--- config.mk ---
export PLATFORM = sky130hd
export DESIGN_NAME = mea_seq
export DESIGN_NICKNAME = d
export VERILOG_FILES = /design/src/rtl/mea_pkg.sv /design/src/rtl/mea_seq.sv
export SDC_FILE = /design/constraint.sdc
export NUM_CORES = 1
export LEC_CHECK = 0
export BUFFER_PORTS_ARGS = -buffer_cell sky130_fd_sc_hd__buf_2
export CAP_MARGIN = 20
export CORE_UTILIZATION = 53
export DETAILED_ROUTE_END_ITERATION = 12
export GPL_TIMING_DRIVEN = 0
export PLACE_DENSITY = 0.78
export SETUP_SLACK_MARGIN = 0.15
export SLEW_MARGIN = 10
export SYNTH_ARGS = -nofsm -noshare
export SYNTH_HDL_FRONTEND = slang
export SYNTH_SLANG_ARGS = --single-unit
--- constraint.sdc ---
create_clock -name i_clk -period 4.9 [get_ports i_clk]
set_clock_uncertainty 0.15 [all_clocks]
set_input_delay 0.98 -clock i_clk [delete_from_list [all_inputs] [get_ports i_clk]]
set_output_delay 0.98 -clock i_clk [all_outputs]
set_load 0.02 [all_outputs]
--- src/rtl/mea_pkg.sv ---
// shared types, mode codes and helpers for the 6502 effective address unit
package mea_pkg;

    localparam logic [3:0] MODE_ACC  = 4'd0;
    localparam logic [3:0] MODE_IMP  = 4'd1;
    localparam logic [3:0] MODE_IMM  = 4'd2;
    localparam logic [3:0] MODE_REL  = 4'd3;
    localparam logic [3:0] MODE_ZP   = 4'd4;
    localparam logic [3:0] MODE_ZPX  = 4'd5;
    localparam logic [3:0] MODE_ZPY  = 4'd6;
    localparam logic [3:0] MODE_ABS  = 4'd7;
    localparam logic [3:0] MODE_ABSX = 4'd8;
    localparam logic [3:0] MODE_ABSY = 4'd9;
    localparam logic [3:0] MODE_IND  = 4'd10;
    localparam logic [3:0] MODE_INDX = 4'd11;
    localparam logic [3:0] MODE_INDY = 4'd12;

    localparam logic [15:0] NO_ADDRESS = 16'hFFFF;
    localparam logic [15:0] PAGE_MASK  = 16'hFF00;
    localparam logic [15:0] BYTE_MASK  = 16'h00FF;

    typedef struct packed {
        logic        we;
        logic [15:0] addr;
        logic [7:0]  wdata;
    } t_mem_req;

    function automatic logic [1:0] mode_len(input logic [3:0] mode);
        logic [1:0] len;
        case (mode)
            MODE_IMM, MODE_REL, MODE_ZP, MODE_ZPX, MODE_ZPY,
            MODE_INDX, MODE_INDY: len = 2'd1;
            MODE_ABS, MODE_ABSX, MODE_ABSY, MODE_IND: len = 2'd2;
            default: len = 2'd0;
        endcase
        return len;
    endfunction

endpackage

--- src/rtl/mea_seq.sv ---
// fetch sequencer: walks operand and pointer reads and holds the result register
module mea_seq (
    input  logic              i_clk,
    input  logic              i_rst_n,
    input  logic              i_valid,
    output logic              o_stall,
    input  logic              i_cmd,
    input  logic [15:0]       i_write_address,
    input  logic [7:0]        i_write_data,
    input  logic [3:0]        i_mode,
    input  logic [15:0]       i_pc_in,
    input  logic [7:0]        i_x_index,
    input  logic [7:0]        i_y_index,
    output logic              o_valid,
    input  logic              i_stall,
    output logic [15:0]       o_effective_address,
    output logic [15:0]       o_next_pc,
    output logic              o_crossed_page,
    output logic              o_invalid_mode,
    output mea_pkg::t_mem_req o_req,
    input  logic [7:0]        i_rdata
);

    typedef enum logic [2:0] {
        S_IDLE,
        S_OP0,
        S_OP1,
        S_PTR0,
        S_PTR1,
        S_DONE
    } t_state;

    t_state      r_state, n_state;
    logic [3:0]  r_mode;
    logic [15:0] r_pc;
    logic [7:0]  r_x, r_y;
    logic [7:0]  r_lo, n_lo;
    logic [15:0] r_next, n_next;
    logic [15:0] r_ea, r_npc;
    logic        r_cross, r_bad;
    logic        r_o_valid;
    logic [15:0] r_o_ea, r_o_npc;
    logic        r_o_cross, r_o_bad;

    logic        accept, out_free, fin;
    logic [15:0] f_ea, f_npc;
    logic        f_cross, f_bad;
    logic [15:0] rd_addr, base, sum;
    logic [7:0]  idx, zp, zp_next;

    assign accept   = i_valid && (r_state == S_IDLE);
    assign out_free = !r_o_valid || !i_stall;
    assign o_stall  = (r_state != S_IDLE);
    assign idx      = (r_mode inside {mea_pkg::MODE_ABSX, mea_pkg::MODE_ZPX}) ? r_x : r_y;
    assign zp       = (r_mode == mea_pkg::MODE_INDX) ? (i_rdata + r_x) : i_rdata;
    assign zp_next  = zp + 8'd1;
    assign base     = {i_rdata, r_lo};
    assign sum      = base + {8'h00, idx};
    assign f_npc    = r_pc + {14'd0, mea_pkg::mode_len(r_mode)};

    always_comb begin
        case (r_state)
            S_IDLE: rd_addr = i_pc_in;
            S_OP0: begin
                if (r_mode == mea_pkg::MODE_INDX || r_mode == mea_pkg::MODE_INDY) begin
                    rd_addr = {8'h00, zp};
                end else begin
                    rd_addr = r_pc + 16'd1;
                end
            end
            S_OP1:  rd_addr = base;
            S_PTR0: rd_addr = r_next;
            default: rd_addr = r_pc;
        endcase
    end

    always_comb begin
        o_req.we    = accept && !i_cmd;
        o_req.addr  = o_req.we ? i_write_address : rd_addr;
        o_req.wdata = i_write_data;
    end

    always_comb begin
        n_state = r_state;
        n_lo    = r_lo;
        n_next  = r_next;
        fin     = 1'b0;
        f_ea    = mea_pkg::NO_ADDRESS;
        f_cross = 1'b0;
        f_bad   = 1'b0;
        case (r_state)
            S_IDLE: begin
                if (accept && i_cmd) begin
                    n_state = S_OP0;
                end
            end
            S_OP0: begin
                case (r_mode)
                    mea_pkg::MODE_ACC, mea_pkg::MODE_IMP: fin = 1'b1;
                    mea_pkg::MODE_IMM: begin
                        fin  = 1'b1;
                        f_ea = r_pc;
                    end
                    mea_pkg::MODE_REL: begin
                        fin  = 1'b1;
                        f_ea = {{8{i_rdata[7]}}, i_rdata};
                    end
                    mea_pkg::MODE_ZP: begin
                        fin  = 1'b1;
                        f_ea = {8'h00, i_rdata};
                    end
                    mea_pkg::MODE_ZPX, mea_pkg::MODE_ZPY: begin
                        fin  = 1'b1;
                        f_ea = {8'h00, i_rdata + idx};
                    end
                    mea_pkg::MODE_ABS, mea_pkg::MODE_ABSX, mea_pkg::MODE_ABSY,
                    mea_pkg::MODE_IND: begin
                        n_lo    = i_rdata;
                        n_state = S_OP1;
                    end
                    mea_pkg::MODE_INDX, mea_pkg::MODE_INDY: begin
                        n_next  = {8'h00, zp_next};
                        n_state = S_PTR0;
                    end
                    default: begin
                        fin   = 1'b1;
                        f_bad = 1'b1;
                    end
                endcase
            end
            S_OP1: begin
                case (r_mode)
                    mea_pkg::MODE_ABSX, mea_pkg::MODE_ABSY: begin
                        fin     = 1'b1;
                        f_ea    = sum;
                        f_cross = (sum[15:8] != i_rdata);
                    end
                    mea_pkg::MODE_IND: begin
                        // pointer high byte comes from the same page when the low byte is ff
                        if ((base & mea_pkg::BYTE_MASK) == mea_pkg::BYTE_MASK) begin
                            n_next = base & mea_pkg::PAGE_MASK;
                        end else begin
                            n_next = base + 16'd1;
                        end
                        n_state = S_PTR0;
                    end
                    default: begin
                        fin  = 1'b1;
                        f_ea = base;
                    end
                endcase
            end
            S_PTR0: begin
                n_lo    = i_rdata;
                n_state = S_PTR1;
            end
            S_PTR1: begin
                fin = 1'b1;
                if (r_mode == mea_pkg::MODE_INDY) begin
                    f_ea    = sum;
                    f_cross = (sum[15:8] != i_rdata);
                end else begin
                    f_ea = base;
                end
            end
            S_DONE: begin
                if (out_free) begin
                    n_state = S_IDLE;
                end
            end
            default: n_state = S_IDLE;
        endcase
        if (fin) begin
            n_state = out_free ? S_IDLE : S_DONE;
        end
    end

    always_ff @(posedge i_clk) begin
        if (!i_rst_n) begin
            r_state   <= S_IDLE;
            r_o_valid <= 1'b0;
        end else begin
            r_state <= n_state;
            if (out_free) begin
                r_o_valid <= fin || (r_state == S_DONE);
            end
        end
        if (accept) begin
            r_mode <= i_mode;
            r_pc   <= i_pc_in;
            r_x    <= i_x_index;
            r_y    <= i_y_index;
        end
        r_lo   <= n_lo;
        r_next <= n_next;
        if (fin) begin
            r_ea    <= f_ea;
            r_npc   <= f_npc;
            r_cross <= f_cross;
            r_bad   <= f_bad;
        end
        if (out_free && fin) begin
            r_o_ea    <= f_ea;
            r_o_npc   <= f_npc;
            r_o_cross <= f_cross;
            r_o_bad   <= f_bad;
        end else if (out_free && r_state == S_DONE) begin
            r_o_ea    <= r_ea;
            r_o_npc   <= r_npc;
            r_o_cross <= r_cross;
            r_o_bad   <= r_bad;
        end
    end

    assign o_valid             = r_o_valid;
    assign o_effective_address = r_o_ea;
    assign o_next_pc           = r_o_npc;
    assign o_crossed_page      = r_o_cross;
    assign o_invalid_mode      = r_o_bad;

endmodule

==> run_summary.xml, run 1 <==
<?xml version="1.0" encoding="UTF-8"?>
<metrics>
  <group name="final_layout">
    <metric name="utilization" unit="%">63.8</metric>
    <metric name="ant_diodes" unit="">0</metric>
    <metric name="layout-drive-gt1-share" unit="%">21.6</metric>
    <metric name="synthToLayoutAreaGrowth" unit="%">17.5</metric>
    <metric name="num-fill-cells" unit="">1385</metric>
    <metric name="final_nets" unit="">1188</metric>
  </group>
  <group name="sta">
    <metric name="max_clock_freq" unit="MHz">214</metric>
    <metric name="slew_violations" unit="">0</metric>
    <metric name="final_hold_viol_count" unit="">0</metric>
    <metric name="fin_crit_sh" unit="%">95.2</metric>
    <metric name="grt_setup_unrepaired" unit="">false</metric>
    <metric name="fin_ws" unit="ns">0.234</metric>
    <metric name="worst_slew_pin_slew" unit="ns">0.980</metric>
    <metric name="setup_violations" unit="">0</metric>
    <metric name="finalCriticalPeriod" unit="ns">4.67</metric>
    <metric name="max_slew_margin" unit="%">33.0</metric>
  </group>
  <group name="synth">
    <metric name="area_share_of_the_largest_cell_type_after_synthesis" unit="%">42.5</metric>
    <metric name="synthesis.area" unit="um2">9040</metric>
    <metric name="synthesized_netlist_net_count" unit="">1040</metric>
    <metric name="synth_flop_cell" unit="">sky130_fd_sc_hd__edfxtp_1</metric>
    <metric name="synth_area_leaders" unit="">sky130_fd_sc_hd__edfxtp_1 (43%), sky130_fd_sc_hd__mux2_2 (5.0%), sky130_fd_sc_hd__o21ai_0 (4.2%), sky130_fd_sc_hd__ha_1 (4.0%), sky130_fd_sc_hd__nor2_1 (4.0%)</metric>
    <metric name="async_reset_ff_share" unit="%">0</metric>
    <metric name="yosys.area_share.xor_xnor" unit="%">5.22</metric>
    <metric name="synthesis.instances" unit="">934</metric>
    <metric name="ys_types" unit="">73</metric>
    <metric name="synth_area_per_cell" unit="um2">9.68</metric>
    <metric name="synthesized_area_fraction_occupied_by_ao_oa_aoi_and_oai_cells" unit="%">19.3</metric>
    <metric name="simple_gate_area_share_of_the_yosys_netlist" unit="%">15.5</metric>
    <metric name="synth_enable_flop_cells" unit="">128</metric>
    <metric name="seq_area_frac_synth" unit="%">43.9</metric>
    <metric name="synth_top_family_by_area" unit="">compound AO/OA/AOI/OAI gates</metric>
    <metric name="synth_fa_ha_area_share" unit="%">4.90</metric>
    <metric name="ys.warnings.count" unit="">0</metric>
    <metric name="muxShareOfSynthArea" unit="%">6.78</metric>
    <metric name="ys_seq_elements" unit="">134</metric>
    <metric name="yosys.area.top_type" unit="">sky130_fd_sc_hd__edfxtp_1</metric>
  </group>
  <group name="status">
    <metric name="outcome" unit="">completed</metric>
  </group>
  <group name="setup_path">
    <metric name="slowest_stage" unit="">sky130_fd_sc_hd__or3_4</metric>
    <metric name="worstPathRequired" unit="ns">3.77</metric>
    <metric name="worstSetupPathType" unit="">in -&gt; out</metric>
    <metric name="worst_setup_path_end_kind" unit="">output port</metric>
    <metric name="cp_slowest_stage_delay" unit="ns">0.37</metric>
    <metric name="timing.critical_path.arrival" unit="ns">3.54</metric>
    <metric name="critPathLaunchType" unit="">input port</metric>
    <metric name="worstPathCellList" unit="">buf_2 -&gt; ha_1 -&gt; and2_1 -&gt; a221o_1 -&gt; or2_2 -&gt; a221o_1 -&gt; or3_4 -&gt; a31oi_1 -&gt; o21ai_0 -&gt; buf_2</metric>
    <metric name="crit_path_max_fanout" unit="">6</metric>
  </group>
  <group name="cts">
    <metric name="cts_tree" unit="">built</metric>
    <metric name="clk_latency" unit="ns">0.44</metric>
    <metric name="clk_transition_reported_paths" unit="ns">0.06</metric>
    <metric name="cts_htree_levels" unit="">4</metric>
    <metric name="cts.path.max_buffers" unit="">2</metric>
    <metric name="cts-root-buf" unit="">sky130_fd_sc_hd__clkbuf_16</metric>
    <metric name="inserted_clock_buffers" unit="">17</metric>
    <metric name="cts_setup_buffers" unit="">0</metric>
    <metric name="clock-sinks" unit="">134</metric>
  </group>
  <group name="drt">
    <metric name="wl_per_cell" unit="um">21.1</metric>
    <metric name="detail_route.iter0.violations" unit="">1024</metric>
    <metric name="total_length_of_routed_wires" unit="um">27800</metric>
    <metric name="route.antenna.remaining_nets" unit="">0</metric>
    <metric name="routed-via-count" unit="">8344</metric>
    <metric name="post-route-drc-count" unit="">0</metric>
    <metric name="drt-vias-per-instance" unit="">6.35</metric>
    <metric name="first_pass_iters" unit="">6</metric>
  </group>
  <group name="grt">
    <metric name="grt_pass1_vias" unit="">7857</metric>
    <metric name="globalRoute.totalOverflow" unit="">0</metric>
    <metric name="grt_antenna_before_repair" unit="">0</metric>
    <metric name="global_route_wire_length_before_repair" unit="um">43200</metric>
    <metric name="largest_net_degree_at_the_start_of_global_routing" unit="">27</metric>
    <metric name="globalRouteTotalUtil" unit="%">32.4</metric>
  </group>
  <group name="die">
    <metric name="floorplan.core_area" unit="um2">16600</metric>
    <metric name="die_h" unit="um">133</metric>
    <metric name="fp.dieArea" unit="um2">17600</metric>
    <metric name="die_wd" unit="um">133</metric>
    <metric name="std_cell_rows" unit="">47</metric>
    <metric name="design.portCount" unit="">134</metric>
    <metric name="initial_core_util" unit="%">54.3</metric>
  </group>
  <group name="placed_design">
    <metric name="port-buffer-count" unit="">125</metric>
    <metric name="weighted_congestion_reported_at_the_end_of_routability_driven_placement" unit="">0.982</metric>
    <metric name="dpl_worst_slack" unit="ns">0.113</metric>
    <metric name="detailed_place_hpwl" unit="um">20700</metric>
  </group>
  <group name="job">
    <metric name="max-cap-violations" unit="">0</metric>
  </group>
  <group name="power">
    <metric name="vdd_drop_max" unit="uV">415</metric>
    <metric name="powerDensity" unit="nW/um2">698</metric>
    <metric name="power.static_leakage" unit="nW">3.98</metric>
  </group>
  <group name="hold_path">
    <metric name="worst_hold_path_type" unit="">reg -&gt; reg</metric>
  </group>
</metrics>
## what timing repair did
action                     4_1_cts  5_1_grt
hold endpoints to repair         0        0
setup endpoints to repair        1        2
gates resized for setup          1        3
hold buffers                     0        0
## cells in the final DEF (no fill, tap or decap), types with 29 or more instances in the layout
master                     instances
sky130_fd_sc_hd__nor2_1           96
sky130_fd_sc_hd__nand2_1          88
sky130_fd_sc_hd__buf_2           134
sky130_fd_sc_hd__ha_1             29
sky130_fd_sc_hd__clkbuf_1         57
sky130_fd_sc_hd__mux2_2           40
sky130_fd_sc_hd__xor2_1           33
sky130_fd_sc_hd__edfxtp_1        128
sky130_fd_sc_hd__a21oi_1          60
sky130_fd_sc_hd__o21ai_0          75
## critical path, delay by kind of cell
family	cells	cell delay, ns
AO/OA/AOI/OAI	4	1.00
adder cells (fa/ha/maj)	1	0.35
buffers and inverters	2	0.29
AND/OR/NAND/NOR	3	0.91
## state kept, by name, indices dropped and copies added (netlist names), 3 cells and up, named ones only
name                 count
o_effective_address     16
r_ea                    16
r_npc                   16
r_mode                   4
r_pc                    16
r_x                      8
o_next_pc               16
r_state                  3
r_y                      8
r_lo                     8
r_next                  16
## layout make-up
type / count / area (um2) / share of cell area [%]
buffer: 77 / 339 / 3.19
clock buffer: 22 / 454 / 4.28
clock inverter: 10 / 108 / 1.01
inverter: 18 / 67.6 / 0.636
multi-input combinational: 705 / 4710 / 44.3
sequential: 134 / 3960 / 37.3
tap: 220 / 275 / 2.59
timing repair buffer: 129 / 708 / 6.67
## stage by stage
stage / area, um2 / hold slack (ns) / std cells / setup TNS, ns / power [mW]
finish: 10600 / 0.362 / 1315 / 0 / 7.41
global route: 10600 / 0.408 / 1315 / 0 / 7.80
CTS: 10600 / 0.364 / 1315 / 0 / 7.34
detailed placement: 10000 / 0.350 / 1283 / 0 / 6.09
global placement: 9940 / 0.346 / 1279 / -32.21 / 5.90
floorplan: 9040 / 0.341 / 934 / 0 / 4.86
## routing by layer
layer	routed length [um]	vias to the layer above	GRT usage, %
met5	0	-	0
met4	1200	0	16.3
met3	2800	107	7.85
met2	12700	528	50.8
met1	11100	3926	42.0
li1	-	3783	-
## cells by family after synthesis
| logic type | count (synthesis) |
|---|---|
| simple gates | 298 |
| compound gates | 267 |
| fa+ha+maj | 33 |
| mux | 54 |
| flops | 134 |
| xor+xnor | 53 |
| buf+inv | 95 |
## path summary, 6_finish.rpt
check | slack [ns] | end | cells after the start | start
setup / recovery | 0.23 | o_req[15] | 10 | i_rdata[3]
hold / removal | 0.36 | o_next_pc[0]$_DFFE_PP_ | 2 | r_npc[0]$_DFFE_PP_
setup reg to reg | 0.62 | o_effective_address[10]$_DFFE_PP_ | 12 | r_mode[2]$_DFFE_PP_
hold reg to reg | 0.36 | o_next_pc[0]$_DFFE_PP_ | 2 | r_npc[0]$_DFFE_PP_
## cell usage after synthesis (all sizes together) (3+ instances only)
cell type	number
o22ai	9
a21o	8
nor3b	5
edfxtp	128
a211oi	14
fa	4
nor2	96
clkbuf	54
and2	9
or3	5
and3	9
o21a	8
nand3	21
nand2b	12
nand4	6
o21ai	78
mux2i	11
and4	3
a21oi	62
a221oi	13
nor3	17
o211ai	4
o21ba	3
nand2	88
or3b	3
a31oi	14
mux2	42
inv	18
a211o	6
dfxtp	6
or2	4
nor4	6
xor2	34
o221ai	6
a221o	6
nor2b	5
xnor2	19
a22oi	7
buf	23
ha	29
## where the power goes
part           internal [mW]  switching, mW
clock                  0.756          0.488
combinational           1.39           2.51
sequential              2.05          0.212
total                   4.20           3.21
No activity file was read; power rests on OpenSTA's default activity.
==> inputs of run 2 (changes only) <==
CORE_UTILIZATION = 54   (was 53)
CTS_BUF_LIST = sky130_fd_sc_hd__clkbuf_4   (was not set)
PLACE_DENSITY = 0.79   (was 0.78)
==> run 2 against run 1 <==
Effect of this change:
- design area is 2.5% lower
- non-clock buffer count is the same
- utilization up 0.46 points
- setup slack better by 0.0026 ns
- sequential share of layout area is 0.95 points higher
- first-iteration DRC count decreased by 13%
- largest cell class unchanged
- largest power group unchanged
==> run_summary.xml, run 2 (synthesis gave the netlist of run 1 again) <==
<?xml version="1.0" encoding="UTF-8"?>
<metrics>
  <group name="placed_design">
    <metric name="port-buffer-count" unit="">125</metric>
    <metric name="weighted_congestion_reported_at_the_end_of_routability_driven_placement" unit="">0.986</metric>
    <metric name="placed_instances" unit="">1279</metric>
    <metric name="post_dp_cell_area" unit="um2">10000</metric>
    <metric name="dpl_worst_slack" unit="ns">0.118</metric>
    <metric name="detailed_place_hpwl" unit="um">20500</metric>
  </group>
  <group name="final_layout">
    <metric name="multiInputGateArea" unit="um2">4700</metric>
    <metric name="synthToLayoutAreaGrowth" unit="%">14.6</metric>
    <metric name="utilization" unit="%">64.3</metric>
    <metric name="layout_common_cells" unit="">sky130_fd_sc_hd__buf_2 (134), sky130_fd_sc_hd__edfxtp_1 (128), sky130_fd_sc_hd__nor2_1 (96), sky130_fd_sc_hd__nand2_1 (88), sky130_fd_sc_hd__o21ai_0 (75)</metric>
    <metric name="area.sequential" unit="um2">3960</metric>
    <metric name="layout-drive-gt1-share" unit="%">21.9</metric>
    <metric name="num-fill-cells" unit="">1374</metric>
    <metric name="final_nets" unit="">1188</metric>
    <metric name="layout.cells.most_common" unit="">sky130_fd_sc_hd__buf_2</metric>
    <metric name="fin_cells" unit="">1312</metric>
    <metric name="final_design_area_no_fill" unit="um2">10400</metric>
  </group>
  <group name="sta">
    <metric name="fin_crit_sh" unit="%">95.2</metric>
    <metric name="fin_ws" unit="ns">0.236</metric>
    <metric name="setup_violations" unit="">0</metric>
    <metric name="finalCriticalPeriod" unit="ns">4.66</metric>
    <metric name="slew_violations" unit="">0</metric>
    <metric name="final_hold_viol_count" unit="">0</metric>
    <metric name="fin_setup_tns" unit="ns">0</metric>
    <metric name="fin_worst_hold_slack" unit="ns">0.396</metric>
    <metric name="max_slew_margin" unit="%">40.9</metric>
    <metric name="grt_setup_unrepaired" unit="">false</metric>
    <metric name="worst_slew_pin_slew" unit="ns">0.865</metric>
    <metric name="max_clock_freq" unit="MHz">214</metric>
  </group>
  <group name="cts">
    <metric name="clock-sinks" unit="">134</metric>
    <metric name="cts.path.max_buffers" unit="">2</metric>
    <metric name="clk_transition_reported_paths" unit="ns">0.13</metric>
    <metric name="inserted_clock_buffers" unit="">17</metric>
    <metric name="clk_latency" unit="ns">0.58</metric>
    <metric name="cts_htree_levels" unit="">4</metric>
    <metric name="cts-root-buf" unit="">sky130_fd_sc_hd__clkbuf_4</metric>
    <metric name="cts_setup_buffers" unit="">0</metric>
    <metric name="cts_tree" unit="">built</metric>
  </group>
  <group name="job">
    <metric name="max-cap-violations" unit="">0</metric>
  </group>
  <group name="drt">
    <metric name="wl_per_cell" unit="um">20.8</metric>
    <metric name="routed-via-count" unit="">8210</metric>
    <metric name="post-route-drc-count" unit="">0</metric>
    <metric name="total_length_of_routed_wires" unit="um">27200</metric>
    <metric name="route.antenna.remaining_nets" unit="">0</metric>
    <metric name="first_pass_iters" unit="">6</metric>
    <metric name="detail_route.iter0.violations" unit="">887</metric>
    <metric name="drt-vias-per-instance" unit="">6.26</metric>
  </group>
  <group name="grt">
    <metric name="grt_pass1_vias" unit="">7677</metric>
    <metric name="grt_antenna_before_repair" unit="">1</metric>
    <metric name="globalRoute.totalOverflow" unit="">0</metric>
    <metric name="largest_net_degree_at_the_start_of_global_routing" unit="">33</metric>
    <metric name="globalRouteTotalUtil" unit="%">31.8</metric>
    <metric name="global_route_wire_length_before_repair" unit="um">41900</metric>
  </group>
  <group name="die">
    <metric name="design.portCount" unit="">134</metric>
    <metric name="die_h" unit="um">131</metric>
    <metric name="floorplan.core_area" unit="um2">16100</metric>
    <metric name="initial_core_util" unit="%">56.1</metric>
    <metric name="die_wd" unit="um">131</metric>
    <metric name="std_cell_rows" unit="">46</metric>
    <metric name="fp.dieArea" unit="um2">17300</metric>
  </group>
  <group name="power">
    <metric name="powerDensity" unit="nW/um2">671</metric>
    <metric name="power.static_leakage" unit="nW">3.88</metric>
    <metric name="p_total" unit="mW">6.95</metric>
    <metric name="vdd_drop_max" unit="uV">350</metric>
  </group>
  <group name="setup_path">
    <metric name="crit_path_max_fanout" unit="">6</metric>
    <metric name="worstPathRequired" unit="ns">3.77</metric>
    <metric name="worstSetupPathType" unit="">in -&gt; out</metric>
    <metric name="regToRegSetupSlack" unit="ns">0.67</metric>
    <metric name="critPathLaunchType" unit="">input port</metric>
    <metric name="timing.critical_path.arrival" unit="ns">3.53</metric>
    <metric name="worst_setup_path_end_kind" unit="">output port</metric>
  </group>
  <group name="hold_path">
    <metric name="worst_hold_path_type" unit="">reg -&gt; reg</metric>
  </group>
  <group name="status">
    <metric name="outcome" unit="">completed</metric>
  </group>
</metrics>
-- run 2: area by class of cell --
cell class | count | share of cell area, %
Clock inverter | 15 | 1.71
Antenna cell | 1 | 0.0242
Timing Repair Buffer | 129 | 6.84
Clock buffer | 17 | 1.23
Sequential cell | 134 | 38.3
Buffer | 77 | 3.29
Inverter | 18 | 0.652
Multi-Input combinational cell | 705 | 45.4
Tap cell | 216 | 2.61
-- run 2: repair_timing --
| item | CTS | global route |
|---|---|---|
| endpoints found under the setup margin | 1 | 4 |
| pin swaps | 0 | 0 |
| hold endpoints to repair | 0 | 0 |
| gates resized for setup | 1 | 4 |
| hold buffers | 0 | 0 |
-- run 2: report_power, final --
group / switching, mW / leakage [nW] / internal (mW)
clock network: 0.461 / 0.164 / 0.356
registers: 0.214 / 1.23 / 2.04
logic: 2.48 / 2.49 / 1.40
-- run 2: layer usage --
| layer | global-route usage [%] | routed length, um |
|---|---|---|
| met5 | 0 | 0 |
| met4 | 12.7 | 862 |
| met3 | 6.75 | 2410 |
| met2 | 52.7 | 12800 |
| met1 | 40.6 | 11200 |
-- run 2: worst max-delay path, cell delays in order --
cell	delay [ns]
sky130_fd_sc_hd__buf_2	0.14
sky130_fd_sc_hd__ha_1	0.35
sky130_fd_sc_hd__and2_1	0.19
sky130_fd_sc_hd__a221o_1	0.36
sky130_fd_sc_hd__or2_2	0.35
sky130_fd_sc_hd__a221o_1	0.30
sky130_fd_sc_hd__or3_4	0.37
sky130_fd_sc_hd__a31oi_1	0.22
sky130_fd_sc_hd__o21ai_0	0.12
sky130_fd_sc_hd__buf_2	0.17
-- run 2: final timing paths --
path | from | endpoint | cells past startpoint
worst max-delay path | i_rdata[3] | o_req[15] | 10
worst min-delay path | r_ea[2]$_DFFE_PP_ | o_effective_address[2]$_DFFE_PP_ | 2
worst max register to register | r_mode[2]$_DFFE_PP_ | o_effective_address[10]$_DFFE_PP_ | 12
worst min register to register | r_ea[2]$_DFFE_PP_ | o_effective_address[2]$_DFFE_PP_ | 2
